==> config.mk <==
export PLATFORM = sky130hd
export DESIGN_NAME = serial_relay_command_receiver_flat
export DESIGN_NICKNAME = d
export VERILOG_FILES = /design/src/hw/rtl/srcr_pkg.sv /design/src/hw/rtl/srcr_rx_if.sv /design/src/hw/rtl/srcr_res_if.sv /design/src/hw/rtl/serial_relay_command_receiver.sv /design/src/flat_wrapper.sv
export SDC_FILE = /design/constraint.sdc
export NUM_CORES = 1
export LEC_CHECK = 0
export BUFFER_PORTS_ARGS = -buffer_cell sky130_fd_sc_hd__buf_4
export CAP_MARGIN = 20
export CORE_ASPECT_RATIO = 1.25
export CORE_MARGIN = 2
export CORE_UTILIZATION = 55
export CTS_CLUSTER_SIZE = 28
export DETAILED_ROUTE_END_ITERATION = 7
export PLACE_DENSITY = 0.86
export SLEW_MARGIN = 10
export SYNTH_ARGS = -nofsm -noshare
export SYNTH_HDL_FRONTEND = slang
export SYNTH_SLANG_ARGS = --single-unit
==> constraint.sdc <==
create_clock -name clk -period 8.68 [get_ports clk]
set_input_delay 1.302 -clock clk [delete_from_list [all_inputs] [get_ports clk]]
set_output_delay 1.302 -clock clk [all_outputs]
set_load 0.01 [all_outputs]
==> src/hw/rtl/srcr_pkg.sv <==
// srcr_pkg: shared widths, character codes, register map and reset values
// for the serial relay command receiver; no dependencies
package srcr_pkg;

	localparam int RX_BYTE_W     = 8;
	localparam int RELAY_OUT_W   = 6;
	localparam int CFG_W         = 8;
	localparam int APB_DATA_W    = 32;
	localparam int APB_ADDR_W    = 4;
	localparam int RELAY_COUNT_D = 6;

	// register indexes (byte address is 4 * index)
	localparam logic [1:0] REG_UNIT_ADDRESS = 2'd0;
	localparam logic [1:0] REG_WRITE_START  = 2'd1;
	localparam logic [1:0] REG_READ_START   = 2'd2;
	localparam logic [1:0] REG_TAIL         = 2'd3;

	localparam logic [CFG_W-1:0] UNIT_ADDRESS_RST = 8'd0;
	localparam logic [CFG_W-1:0] WRITE_START_RST  = 8'h57;
	localparam logic [CFG_W-1:0] READ_START_RST   = 8'h52;
	localparam logic [CFG_W-1:0] TAIL_RST         = 8'h0a;

	localparam logic [RX_BYTE_W-1:0] CHAR_SPACE = 8'h20;
	localparam logic [RX_BYTE_W-1:0] CHAR_ZERO  = 8'h30;
	localparam logic [RX_BYTE_W-1:0] CHAR_ONE   = 8'h31;
	localparam logic [RX_BYTE_W-1:0] CHAR_NINE  = 8'h39;
	localparam logic [RX_BYTE_W-1:0] CHAR_LA    = 8'h61;
	localparam logic [RX_BYTE_W-1:0] CHAR_LF    = 8'h66;
	localparam logic [RX_BYTE_W-1:0] CHAR_UA    = 8'h41;
	localparam logic [RX_BYTE_W-1:0] CHAR_UF    = 8'h46;

	typedef enum logic [5:0] {
		PH_IDLE  = 6'b000001,
		PH_UNIT1 = 6'b000010,
		PH_UNIT2 = 6'b000100,
		PH_ADDR  = 6'b001000,
		PH_DATA  = 6'b010000,
		PH_TAIL  = 6'b100000
	} phase_t;

endpackage

==> src/hw/rtl/srcr_rx_if.sv <==
// srcr_rx_if: valid/ready channel carrying one received character
// depends on srcr_pkg
interface srcr_rx_if import srcr_pkg::*; ();
	logic                 valid;
	logic                 ready;
	logic [RX_BYTE_W-1:0] rx_byte;

	modport source (output valid, output rx_byte, input ready);
	modport sink (input valid, input rx_byte, output ready);
endinterface

==> src/hw/rtl/srcr_res_if.sv <==
// srcr_res_if: valid/ready channel carrying one per-character result
// depends on srcr_pkg
interface srcr_res_if import srcr_pkg::*; ();
	logic                   valid;
	logic                   ready;
	logic [RELAY_OUT_W-1:0] relay_outputs;
	logic                   frame_active;
	logic                   frame_complete;
	logic                   frame_error;

	modport source (output valid, output relay_outputs, output frame_active,
		output frame_complete, output frame_error, input ready);
	modport sink (input valid, input relay_outputs, input frame_active,
		input frame_complete, input frame_error, output ready);
endinterface

==> src/hw/rtl/serial_relay_command_receiver.sv <==
// serial_relay_command_receiver: frame parser and relay register block
// depends on srcr_pkg, srcr_rx_if, srcr_res_if
//
// usage
//   rx  : one received character per transfer (valid/ready)
//   res : one result per character: relay drive bits, frame activity,
//         frame complete and frame error flags (valid/ready)
//   apb : four 8-bit registers at byte addresses 0, 4, 8, 12: unit address,
//         write start char, read start char, tail char; pready is tied high
// frames are: start, two hex unit digits, address char, data char, tail;
// spaces are skipped, a start char restarts the frame from any phase
// path: a taken character is held in the input register, and its result
//   is registered in the output register once the output register frees
// throughput: one character per cycle while res takes its results; the
//   frame state is updated straight from the input register, so only res limits back-to-back use
// stall: when res is held off the output register keeps its result, the
//   input register still takes one more character if empty, then rx ready drops
// reset: relays off, parser idle, registers back to W, R and line feed,
//   unit address zero; both pipeline registers empty
module serial_relay_command_receiver import srcr_pkg::*; #(
	parameter int RELAY_COUNT = RELAY_COUNT_D
) (
	input  logic                  clk,
	input  logic                  arst_n,
	srcr_rx_if.sink               rx,
	srcr_res_if.source            res,
	input  logic                  psel,
	input  logic                  penable,
	input  logic                  pwrite,
	input  logic [APB_ADDR_W-1:0] paddr,
	input  logic [APB_DATA_W-1:0] pwdata,
	output logic [APB_DATA_W-1:0] prdata,
	output logic                  pready
);

	// last valid address character for a relay command
	localparam logic [RX_BYTE_W-1:0] ADDR_LAST = 8'(int'(CHAR_ONE) + RELAY_COUNT - 1);

	// configuration registers
	logic [CFG_W-1:0] unit_address_q, write_start_q, read_start_q, tail_q;

	// input stage and output stage
	logic                 s1_valid_q;
	logic [RX_BYTE_W-1:0] rx_byte_s1;
	logic                 s2_valid_q;
	logic [RELAY_OUT_W-1:0] relay_out_s2;
	logic                 active_s2, complete_s2, error_s2;

	// parser state
	phase_t               phase_q, phase_n;
	logic [RX_BYTE_W-1:0] unit_hi_q, unit_lo_q, addr_q, data_q;
	logic [RELAY_COUNT-1:0] relay_q, relay_n;

	logic advance, step_en, cfg_wr;
	logic is_space, is_start, complete_n, error_n;
	logic [4:0] hex_hi, hex_lo;
	logic [RELAY_OUT_W-1:0] relay_out_n;

	// hex digit to {invalid, value}
	function automatic logic [4:0] hex_value(input logic [RX_BYTE_W-1:0] ch);
		logic [4:0] v;
		v = 5'h10;
		if (ch inside {[CHAR_ZERO:CHAR_NINE]}) v = 5'(ch - CHAR_ZERO);
		else if (ch inside {[CHAR_LA:CHAR_LF]}) v = 5'(ch - CHAR_LA + 8'd10);
		else if (ch inside {[CHAR_UA:CHAR_UF]}) v = 5'(ch - CHAR_UA + 8'd10);
		return v;
	endfunction

	// ---------------------------------------------------------------
	// apb register port
	// ---------------------------------------------------------------
	assign pready = 1'b1;
	assign cfg_wr = psel && penable && pwrite && pready;

	always_ff @(posedge clk or negedge arst_n) begin
		if (!arst_n) begin
			unit_address_q <= UNIT_ADDRESS_RST;
			write_start_q  <= WRITE_START_RST;
			read_start_q   <= READ_START_RST;
			tail_q         <= TAIL_RST;
		end else if (cfg_wr) begin
			case (paddr[3:2])
				REG_UNIT_ADDRESS: unit_address_q <= pwdata[CFG_W-1:0];
				REG_WRITE_START:  write_start_q  <= pwdata[CFG_W-1:0];
				REG_READ_START:   read_start_q   <= pwdata[CFG_W-1:0];
				REG_TAIL:         tail_q         <= pwdata[CFG_W-1:0];
				default: ;
			endcase
		end
	end

	always_comb begin
		prdata = '0;
		case (paddr[3:2])
			REG_UNIT_ADDRESS: prdata[CFG_W-1:0] = unit_address_q;
			REG_WRITE_START:  prdata[CFG_W-1:0] = write_start_q;
			REG_READ_START:   prdata[CFG_W-1:0] = read_start_q;
			REG_TAIL:         prdata[CFG_W-1:0] = tail_q;
			default:          prdata = '0;
		endcase
	end

	// ---------------------------------------------------------------
	// handshake: output register frees when empty or taken,
	// input register frees when its character moves on
	// ---------------------------------------------------------------
	assign advance  = !s2_valid_q || res.ready;
	assign step_en  = s1_valid_q && advance;
	assign rx.ready = !s1_valid_q || advance;

	always_ff @(posedge clk or negedge arst_n) begin
		if (!arst_n) begin
			s1_valid_q <= 1'b0;
		end else if (rx.ready) begin
			s1_valid_q <= rx.valid;
		end
	end

	always_ff @(posedge clk) begin
		if (rx.ready && rx.valid) begin
			rx_byte_s1 <= rx.rx_byte;
		end
	end

	// ---------------------------------------------------------------
	// frame parser, one character per step
	// ---------------------------------------------------------------
	assign is_space = (rx_byte_s1 == CHAR_SPACE);
	// start wins over tail when both are configured to the same char
	assign is_start = (rx_byte_s1 == write_start_q) || (rx_byte_s1 == read_start_q);
	assign hex_hi   = hex_value(unit_hi_q);
	assign hex_lo   = hex_value(unit_lo_q);

	always_comb begin
		phase_n    = phase_q;
		relay_n    = relay_q;
		complete_n = 1'b0;
		error_n    = 1'b0;
		if (!is_space) begin
			if (is_start) begin
				phase_n = PH_UNIT1;
			end else begin
				case (phase_q)
					PH_UNIT1: phase_n = PH_UNIT2;
					PH_UNIT2: phase_n = PH_ADDR;
					PH_ADDR:  phase_n = PH_DATA;
					PH_DATA:  phase_n = PH_TAIL;
					PH_TAIL: begin
						phase_n = PH_IDLE;
						if (rx_byte_s1 == tail_q) begin
							complete_n = 1'b1;
							// non-hex unit digits match nothing, not even broadcast
							if (!hex_hi[4] && !hex_lo[4]) begin
								// unit zero, '0' '0': all relays off
								if ({hex_hi[3:0], hex_lo[3:0]} == 8'd0 &&
									addr_q == CHAR_ZERO && data_q == CHAR_ZERO) begin
									relay_n = '0;
								end
								if ({hex_hi[3:0], hex_lo[3:0]} == unit_address_q &&
									addr_q inside {[CHAR_ONE:ADDR_LAST]}) begin
									for (int i = 0; i < RELAY_COUNT; i++) begin
										if (addr_q == 8'(int'(CHAR_ONE) + i)) begin
											if (data_q == CHAR_ZERO) relay_n[i] = 1'b0;
											if (data_q == CHAR_ONE)  relay_n[i] = 1'b1;
										end
									end
								end
							end
						end else begin
							error_n = 1'b1;
						end
					end
					default: phase_n = PH_IDLE;
				endcase
			end
		end
	end

	always_ff @(posedge clk or negedge arst_n) begin
		if (!arst_n) begin
			phase_q   <= PH_IDLE;
			relay_q   <= '0;
			unit_hi_q <= '0;
			unit_lo_q <= '0;
			addr_q    <= '0;
			data_q    <= '0;
		end else if (step_en) begin
			phase_q <= phase_n;
			relay_q <= relay_n;
			// character capture follows the phase it arrived in
			if (!is_space && !is_start) begin
				if (phase_q == PH_UNIT1) unit_hi_q <= rx_byte_s1;
				if (phase_q == PH_UNIT2) unit_lo_q <= rx_byte_s1;
				if (phase_q == PH_ADDR)  addr_q    <= rx_byte_s1;
				if (phase_q == PH_DATA)  data_q    <= rx_byte_s1;
			end
		end
	end

	// relays beyond the output width are kept but not driven out
	for (genvar g = 0; g < RELAY_OUT_W; g++) begin : g_relay_out
		if (g < RELAY_COUNT) begin : g_used
			assign relay_out_n[g] = relay_n[g];
		end else begin : g_unused
			assign relay_out_n[g] = 1'b0;
		end
	end

	// ---------------------------------------------------------------
	// output register
	// ---------------------------------------------------------------
	always_ff @(posedge clk or negedge arst_n) begin
		if (!arst_n) begin
			s2_valid_q <= 1'b0;
		end else if (advance) begin
			s2_valid_q <= s1_valid_q;
		end
	end

	always_ff @(posedge clk) begin
		if (step_en) begin
			relay_out_s2 <= relay_out_n;
			active_s2    <= (phase_n != PH_IDLE);
			complete_s2  <= complete_n;
			error_s2     <= error_n;
		end
	end

	assign res.valid          = s2_valid_q;
	assign res.relay_outputs  = relay_out_s2;
	assign res.frame_active   = active_s2;
	assign res.frame_complete = complete_s2;
	assign res.frame_error    = error_s2;

	// ---------------------------------------------------------------
	// assertions
	// ---------------------------------------------------------------
	a_flags_exclusive: assert property (@(posedge clk) disable iff (!arst_n)
		res.valid |-> !(res.frame_complete && res.frame_error))
		else $error("frame complete and frame error together");

	a_end_goes_idle: assert property (@(posedge clk) disable iff (!arst_n)
		res.valid && (res.frame_complete || res.frame_error) |-> !res.frame_active)
		else $error("frame end result still shows activity");

	a_relay_only_on_tail: assert property (@(posedge clk) disable iff (!arst_n)
		!$stable(relay_q) |-> $past(step_en && phase_q == PH_TAIL))
		else $error("relays changed outside a frame tail");

	a_stalled_item_kept: assert property (@(posedge clk) disable iff (!arst_n)
		s1_valid_q && !advance |=> s1_valid_q && $stable(rx_byte_s1))
		else $error("stalled character lost");

endmodule
==> src/flat_wrapper.sv <==
// flat-port wrapper written by rule: the top's interface ports become plain ports
module serial_relay_command_receiver_flat import srcr_pkg::*;
#(
	parameter int RELAY_COUNT = RELAY_COUNT_D
)
  (clk, arst_n, psel, penable, pwrite, paddr, pwdata, prdata, pready, rx_valid, rx_rx_byte, rx_ready, res_valid, res_relay_outputs, res_frame_active, res_frame_complete, res_frame_error, res_ready);
  srcr_rx_if rx_i ();
  srcr_res_if res_i ();
  input  logic clk;
  input  logic arst_n;
  input  logic psel;
  input  logic penable;
  input  logic pwrite;
  input  logic [APB_ADDR_W-1:0] paddr;
  input  logic [APB_DATA_W-1:0] pwdata;
  output logic [APB_DATA_W-1:0] prdata;
  output logic pready;
  input wire logic [$bits(rx_i.valid)-1:0] rx_valid;
  input wire logic [$bits(rx_i.rx_byte)-1:0] rx_rx_byte;
  output wire logic [$bits(rx_i.ready)-1:0] rx_ready;
  output wire logic [$bits(res_i.valid)-1:0] res_valid;
  output wire logic [$bits(res_i.relay_outputs)-1:0] res_relay_outputs;
  output wire logic [$bits(res_i.frame_active)-1:0] res_frame_active;
  output wire logic [$bits(res_i.frame_complete)-1:0] res_frame_complete;
  output wire logic [$bits(res_i.frame_error)-1:0] res_frame_error;
  input wire logic [$bits(res_i.ready)-1:0] res_ready;
  assign rx_i.valid = rx_valid;
  assign rx_i.rx_byte = rx_rx_byte;
  assign rx_ready = rx_i.ready;
  assign res_valid = res_i.valid;
  assign res_relay_outputs = res_i.relay_outputs;
  assign res_frame_active = res_i.frame_active;
  assign res_frame_complete = res_i.frame_complete;
  assign res_frame_error = res_i.frame_error;
  assign res_i.ready = res_ready;
  serial_relay_command_receiver #(.RELAY_COUNT(RELAY_COUNT)) u_core (.clk(clk), .arst_n(arst_n), .rx(rx_i), .res(res_i), .psel(psel), .penable(penable), .pwrite(pwrite), .paddr(paddr), .pwdata(pwdata), .prdata(prdata), .pready(pready));
endmodule
Yosys cells after proc, flatten, opt, wreduce, memory -nomap -nowiden. Index checks and enable logic that the tools add are counted.

Eq/ne operators: 23. Bitwise logic cells: 1. Multiplexer cells: 37. Reduce and logical (&&, ||, !) cells: 36. Order comparisons: 14. $add $sub $neg: 10.

Operator list (number): 8-bit by 6-bit == test with 1-bit output (second input constant) (10); 6-bit 2-to-1 mux (9); 8-bit == test (4); 8-bit by 7-bit greater-or-equal comparator with 1-bit output (second input constant) (4); 8-bit by 7-bit <= comparator with 1-bit output (second input constant) (4); 8-bit case mux with 4 select lines (1); 5-bit 2-to-1 mux (6); 8-bit by 6-bit greater-or-equal comparator with 1-bit output (second input constant) (3); 8-bit by 6-bit <= comparator with 1-bit output (second input constant) (3); 6-bit case mux with 4 select lines (1); 5-bit by 4-bit adder with 5-bit output (second input constant) (4); 1-bit 2-to-1 mux (20); 5-bit by 1-bit subtractor with 5-bit output (second input constant) (4); 1-bit logical AND (16); 3-bit AND reduction (4); 5-bit subtractor (second input constant) (2); 8-bit zero test (1); 2-bit AND reduction (4); 6-bit by 2-bit == test with 1-bit output (second input constant) (1); 6-bit by 3-bit == test with 1-bit output (second input constant) (1); 6-bit by 4-bit == test with 1-bit output (second input constant) (1); 6-bit by 5-bit == test with 1-bit output (second input constant) (1); 6-bit == test (second input constant) (1); 1-bit zero test (6); 7 further kinds (10).

Input port bits: 51. Word-level logic and storage cells: 138. Bits in registers: 95.

Depth between registers and ports, before layout.
Depth in word-level cells: 18. Gate-level depth with buffers: 11.

Least setup slack after synthesis. No wires, ideal clock.

Path kind: input-to-output. Start: in paddr[3]. End: out prdata[0]. Path slack: 5016 ps. Path buffers: 1. Data required time: 7378 ps. Arrival: 2362 ps. Stages on the path: 2. Cell sequence: buf_1 > mux4_2.

Longest elaborated chain between the ends: 2.

Ends and longest elaborated chain: from (decl) (line flat_wrapper.sv:14) `input logic [APB_ADDR_W-1:0] paddr;`; 2-bit == test, or another cell as far along (line serial_relay_command_receiver.sv:94) `case (paddr[3:2])`; 8-bit case mux with 4 select lines (*) (line serial_relay_command_receiver.sv:94); to (decl) (line flat_wrapper.sv:16) `output logic [APB_DATA_W-1:0] prdata;`.

Mark *: on every way between the ends. The rest lies on a longest branch, timed or not.

Worst setup path after layout.
Start: in paddr[3]. End: out prdata[5].

Same word-level chain as after synthesis.

==> impl_metrics.csv <==
group,metric,value,unit
power,p_clk_share,24.6,%
cells_and_area,fillCellCount,669,
critical_path,cpMostUsedCell,"buf_4",
critical_path,required,7380,ps
logic_synthesis,ys_ff_latch,95,
logic_synthesis,synth_top_cell_area_share,32.0,%
logic_synthesis,yosysWarnings,0,
logic_synthesis,synth_commonest_cells,"dfrtp_1 (67), mux2_2 (56), buf_4 (25)",
route,final_antenna_net_count,0,
global_route,grt_overflow,0,
sta,layout_min_cycle_time,3530,ps
cells_and_area,finalInstanceArea,5810,um^2
run_status,status,"completed",
logic_synthesis,synth_edf_count,17,
cts,hold_buffers,0,
sta,period_share,40.7,%
route,wire_per_inst,19.2,um
floorplanning,die_y,113,um
logic_synthesis,synth_most_common_cell,"dfrtp_1",
power,power_density,261,nW/um^2
global_route,grt_pass1_vias,3846,
power,pwr-share-comb,29.3,%
critical_path,slowest_stage,"mux4_2",
critical_path,critPathLaunchType,"input port",
global_route,antenna_found_initial,0,
cells_and_area,final_layout_size_suffix_gt1_share,29.3,%
power,p_leak,2.48,nW
cts,clk_pin_slew_worst_paths,70,ps
cts,post_cts_buffers,0,
power,intPower,979,uW
floorplanning,io_pins,95,
floorplanning,die_w,91.3,um
cts,root_buffer,"clkbuf_16",
worst_hold_path,hp-class,"reg2reg",
logic_synthesis,postSynthAreaPerCell,11.6,um^2
sta,fmax,283,MHz
logic_synthesis,ys_types,62,
sta,tns,0,ps
cts,clk_latency,340,ps
sta,finalClockSkew,11.7,ps
cts,ctsResizeCount,0,
cells_and_area,multi_input_area,2530,um^2
logic_synthesis,syn-instance-count,451,
cts,cts_max_path_buffers,2,
placed_design,port_buffers,43,
placed_design,gp_congestion,0.931,
route,vias,3750,
logic_synthesis,syn_area,5250,um^2
global_route,grt_pass1_wl,18900,um
sta,setup_viol,0,
critical_path,endpoint_kind,"output pin",
cells_and_area,antenna-diode-count,0,
cells_and_area,register_area,2480,um^2
sta,drv_slew,0,
power,irDropWorstVdd,172,uV
placed_design,place_area,5530,um^2
route,drt_wl_total,11700,um
global_route,grt_use_total,23.3,%
cts,clock-sinks,95,
critical_path,worstPathArrival,2230,ps
placed_design,place.detailed.hpwl,8050,um
route,initialDrtViolationCount,348,
cells_and_area,syn_to_final_growth,10.8,%
floorplanning,core,9220,um^2
cts,cts_tree,"yes",
critical_path,cp_cell_sequence,"buf_4 -> mux4_2 -> buf_4",
critical_path,cp_slowest_stage_delay,550,ps
logic_synthesis,yosys-top-cells-area,"dfrtp_1 (32%), mux2_2 (12%), edfxtp_1 (9.7%), dfstp_2 (5.5%), buf_4 (3.6%)",
power,p_switching,540,uW
logic_synthesis,synth-seq-area-share,47.2,%
sta,slew_headroom,34.5,%
logic_synthesis,async_reset_ff_share,82.1,%
power,p_sw_share,35.5,%
floorplanning,die_area,10300,um^2
floorplanning,fp-row-count,39,
sta,rsz0062_at_grt,"false",
cells_and_area,nets,539,
critical_path,critPathKind,"in2out",
sta,tightest_slew,983,ps
route,drcViolationCount,0,
run,drv_cap,0,
power,power_frac_seq,46.1,%
global_route,grt_max_degree,79,
logic_synthesis,synthFlopType,"dfrtp_1",
cts,cts_buffers,9,
critical_path,critPathMaxFanout,12,
route,drt_first_pass_iters,5,
sta,hold_viol_final,0,
route,via_per_inst,6.17,
floorplanning,start_util,56.9,%
cts,htree_levels,3,
logic_synthesis,yosysTopAreaCell,"dfrtp_1",
==> cell type report <==
| cell class | instances | area share [%] |
|---|---|---|
| inverter | 9 | 0.581 |
| sequential | 95 | 42.6 |
| clock inverter | 7 | 0.947 |
| timing repair buffer | 45 | 5.81 |
| tap | 123 | 2.65 |
| clock buffer | 9 | 3.87 |
| multi-input combinational | 320 | 43.5 |
==> cells by family after synthesis <==
| group | Yosys count | share of synthesized area (%) |
|---|---|---|
| AO/OA/AOI/OAI | 77 | 10.2 |
| XOR/XNOR | 29 | 4.84 |
| adder cells (fa/ha/maj) | 8 | 1.91 |
| buffers and inverters | 59 | 6.18 |
| flip-flops | 95 | 47.2 |
| multiplexers | 73 | 17.4 |
| other | 2 | 0.143 |
| AND/OR/NAND/NOR | 108 | 12.1 |
==> per-layer routing <==
metal / global-route usage (%) / vias up / part of all wire (%)
li1: - / 1666 / -
met1: 26.7 / 1882 / 38
met2: 40.3 / 165 / 53
met3: 5.06 / 37 / 5.1
met4: 13.2 / 0 / 4.5
met5: 0 / - / 0
==> worst max-delay path, delay by kind of cell <==
kind / cells / cell delay (ps)
buffers and inverters: 2 / 370
muxes: 1 / 550
==> stage by stage <==
step                      hold slack [ps]  std cells  worst slack, ps  utilization [%]  power [mW]
after floorplan                       463        474             5020                -        1.00
after global placement                475        592             5000             60.0        1.10
after detailed placement              495        592             4880             60.0        1.13
after CTS                             510        608             5140             63.0        1.51
after global routing                  530        608             4930             63.0        1.60
final                                 509        608             5150             63.0        1.52
==> power by group through the flow <==
stage | logic [mW] | registers, mW | clock network (mW)
6_report | 0.445 | 0.700 | 0.374
5_1_grt | 0.488 | 0.713 | 0.394
4_1_cts | 0.445 | 0.694 | 0.375
3_5_place_dp | 0.433 | 0.700 | 0
3_3_place_gp | 0.408 | 0.689 | 0
2_1_floorplan | 0.354 | 0.646 | 0
==> registers in the layout (all words and copies together) (netlist names), 6 cells and up <==
register                  count
u_core.relay_q                6
u_core.read_start_q           8
u_core.tail_q                 8
u_core.write_start_q          8
u_core.unit_lo_q              8
u_core.rx_byte_s1             8
u_core.phase_q                6
u_core.addr_q                 8
u_core.res.relay_outputs      6
u_core.unit_hi_q              8
u_core.unit_address_q         8
u_core.data_q                 8
==> final timing paths <==
| check | depth (start not counted) | startpoint | end | slack (ps) |
|---|---|---|---|---|
| worst max-delay path | 3 | paddr[3] | prdata[5] | 5150 |
| worst min-delay path | 1 | u_core.addr_q[5] | u_core.addr_q[5] | 510 |
| worst max register to register | 10 | u_core.unit_lo_q[0] | u_core.res.relay_outputs[1] | 5230 |
| worst min register to register | 1 | u_core.addr_q[5] | u_core.addr_q[5] | 510 |
| max in group asynchronous | 1 | arst_n | u_core.relay_q[4] | 6930 |
| min in group asynchronous | 1 | arst_n | u_core.write_start_q[3] | 1090 |
==> cell usage in the layout, fill, tap and decap left out, types with 4 or more instances in the layout <==
master / count
a41oi_1: 6
dfstp_2: 11
nor2_1: 23
conb_1: 25
nand3_1: 7
buf_4: 45
o21ai_0: 7
ha_1: 8
a31o_1: 6
nor3b_1: 7
mux2_1: 8
nand4_1: 4
a31oi_1: 7
inv_1: 9
and3_1: 6
mux2_2: 56
a21oi_1: 20
clkbuf_16: 9
mux4_2: 8
dfrtp_1: 67
nor3_1: 6
nand2b_1: 6
edfxtp_1: 17
nor4_1: 8
xor2_1: 16
xnor2_1: 13
a21o_1: 5
nand2_1: 18
(Power assumes the default switching activity.)
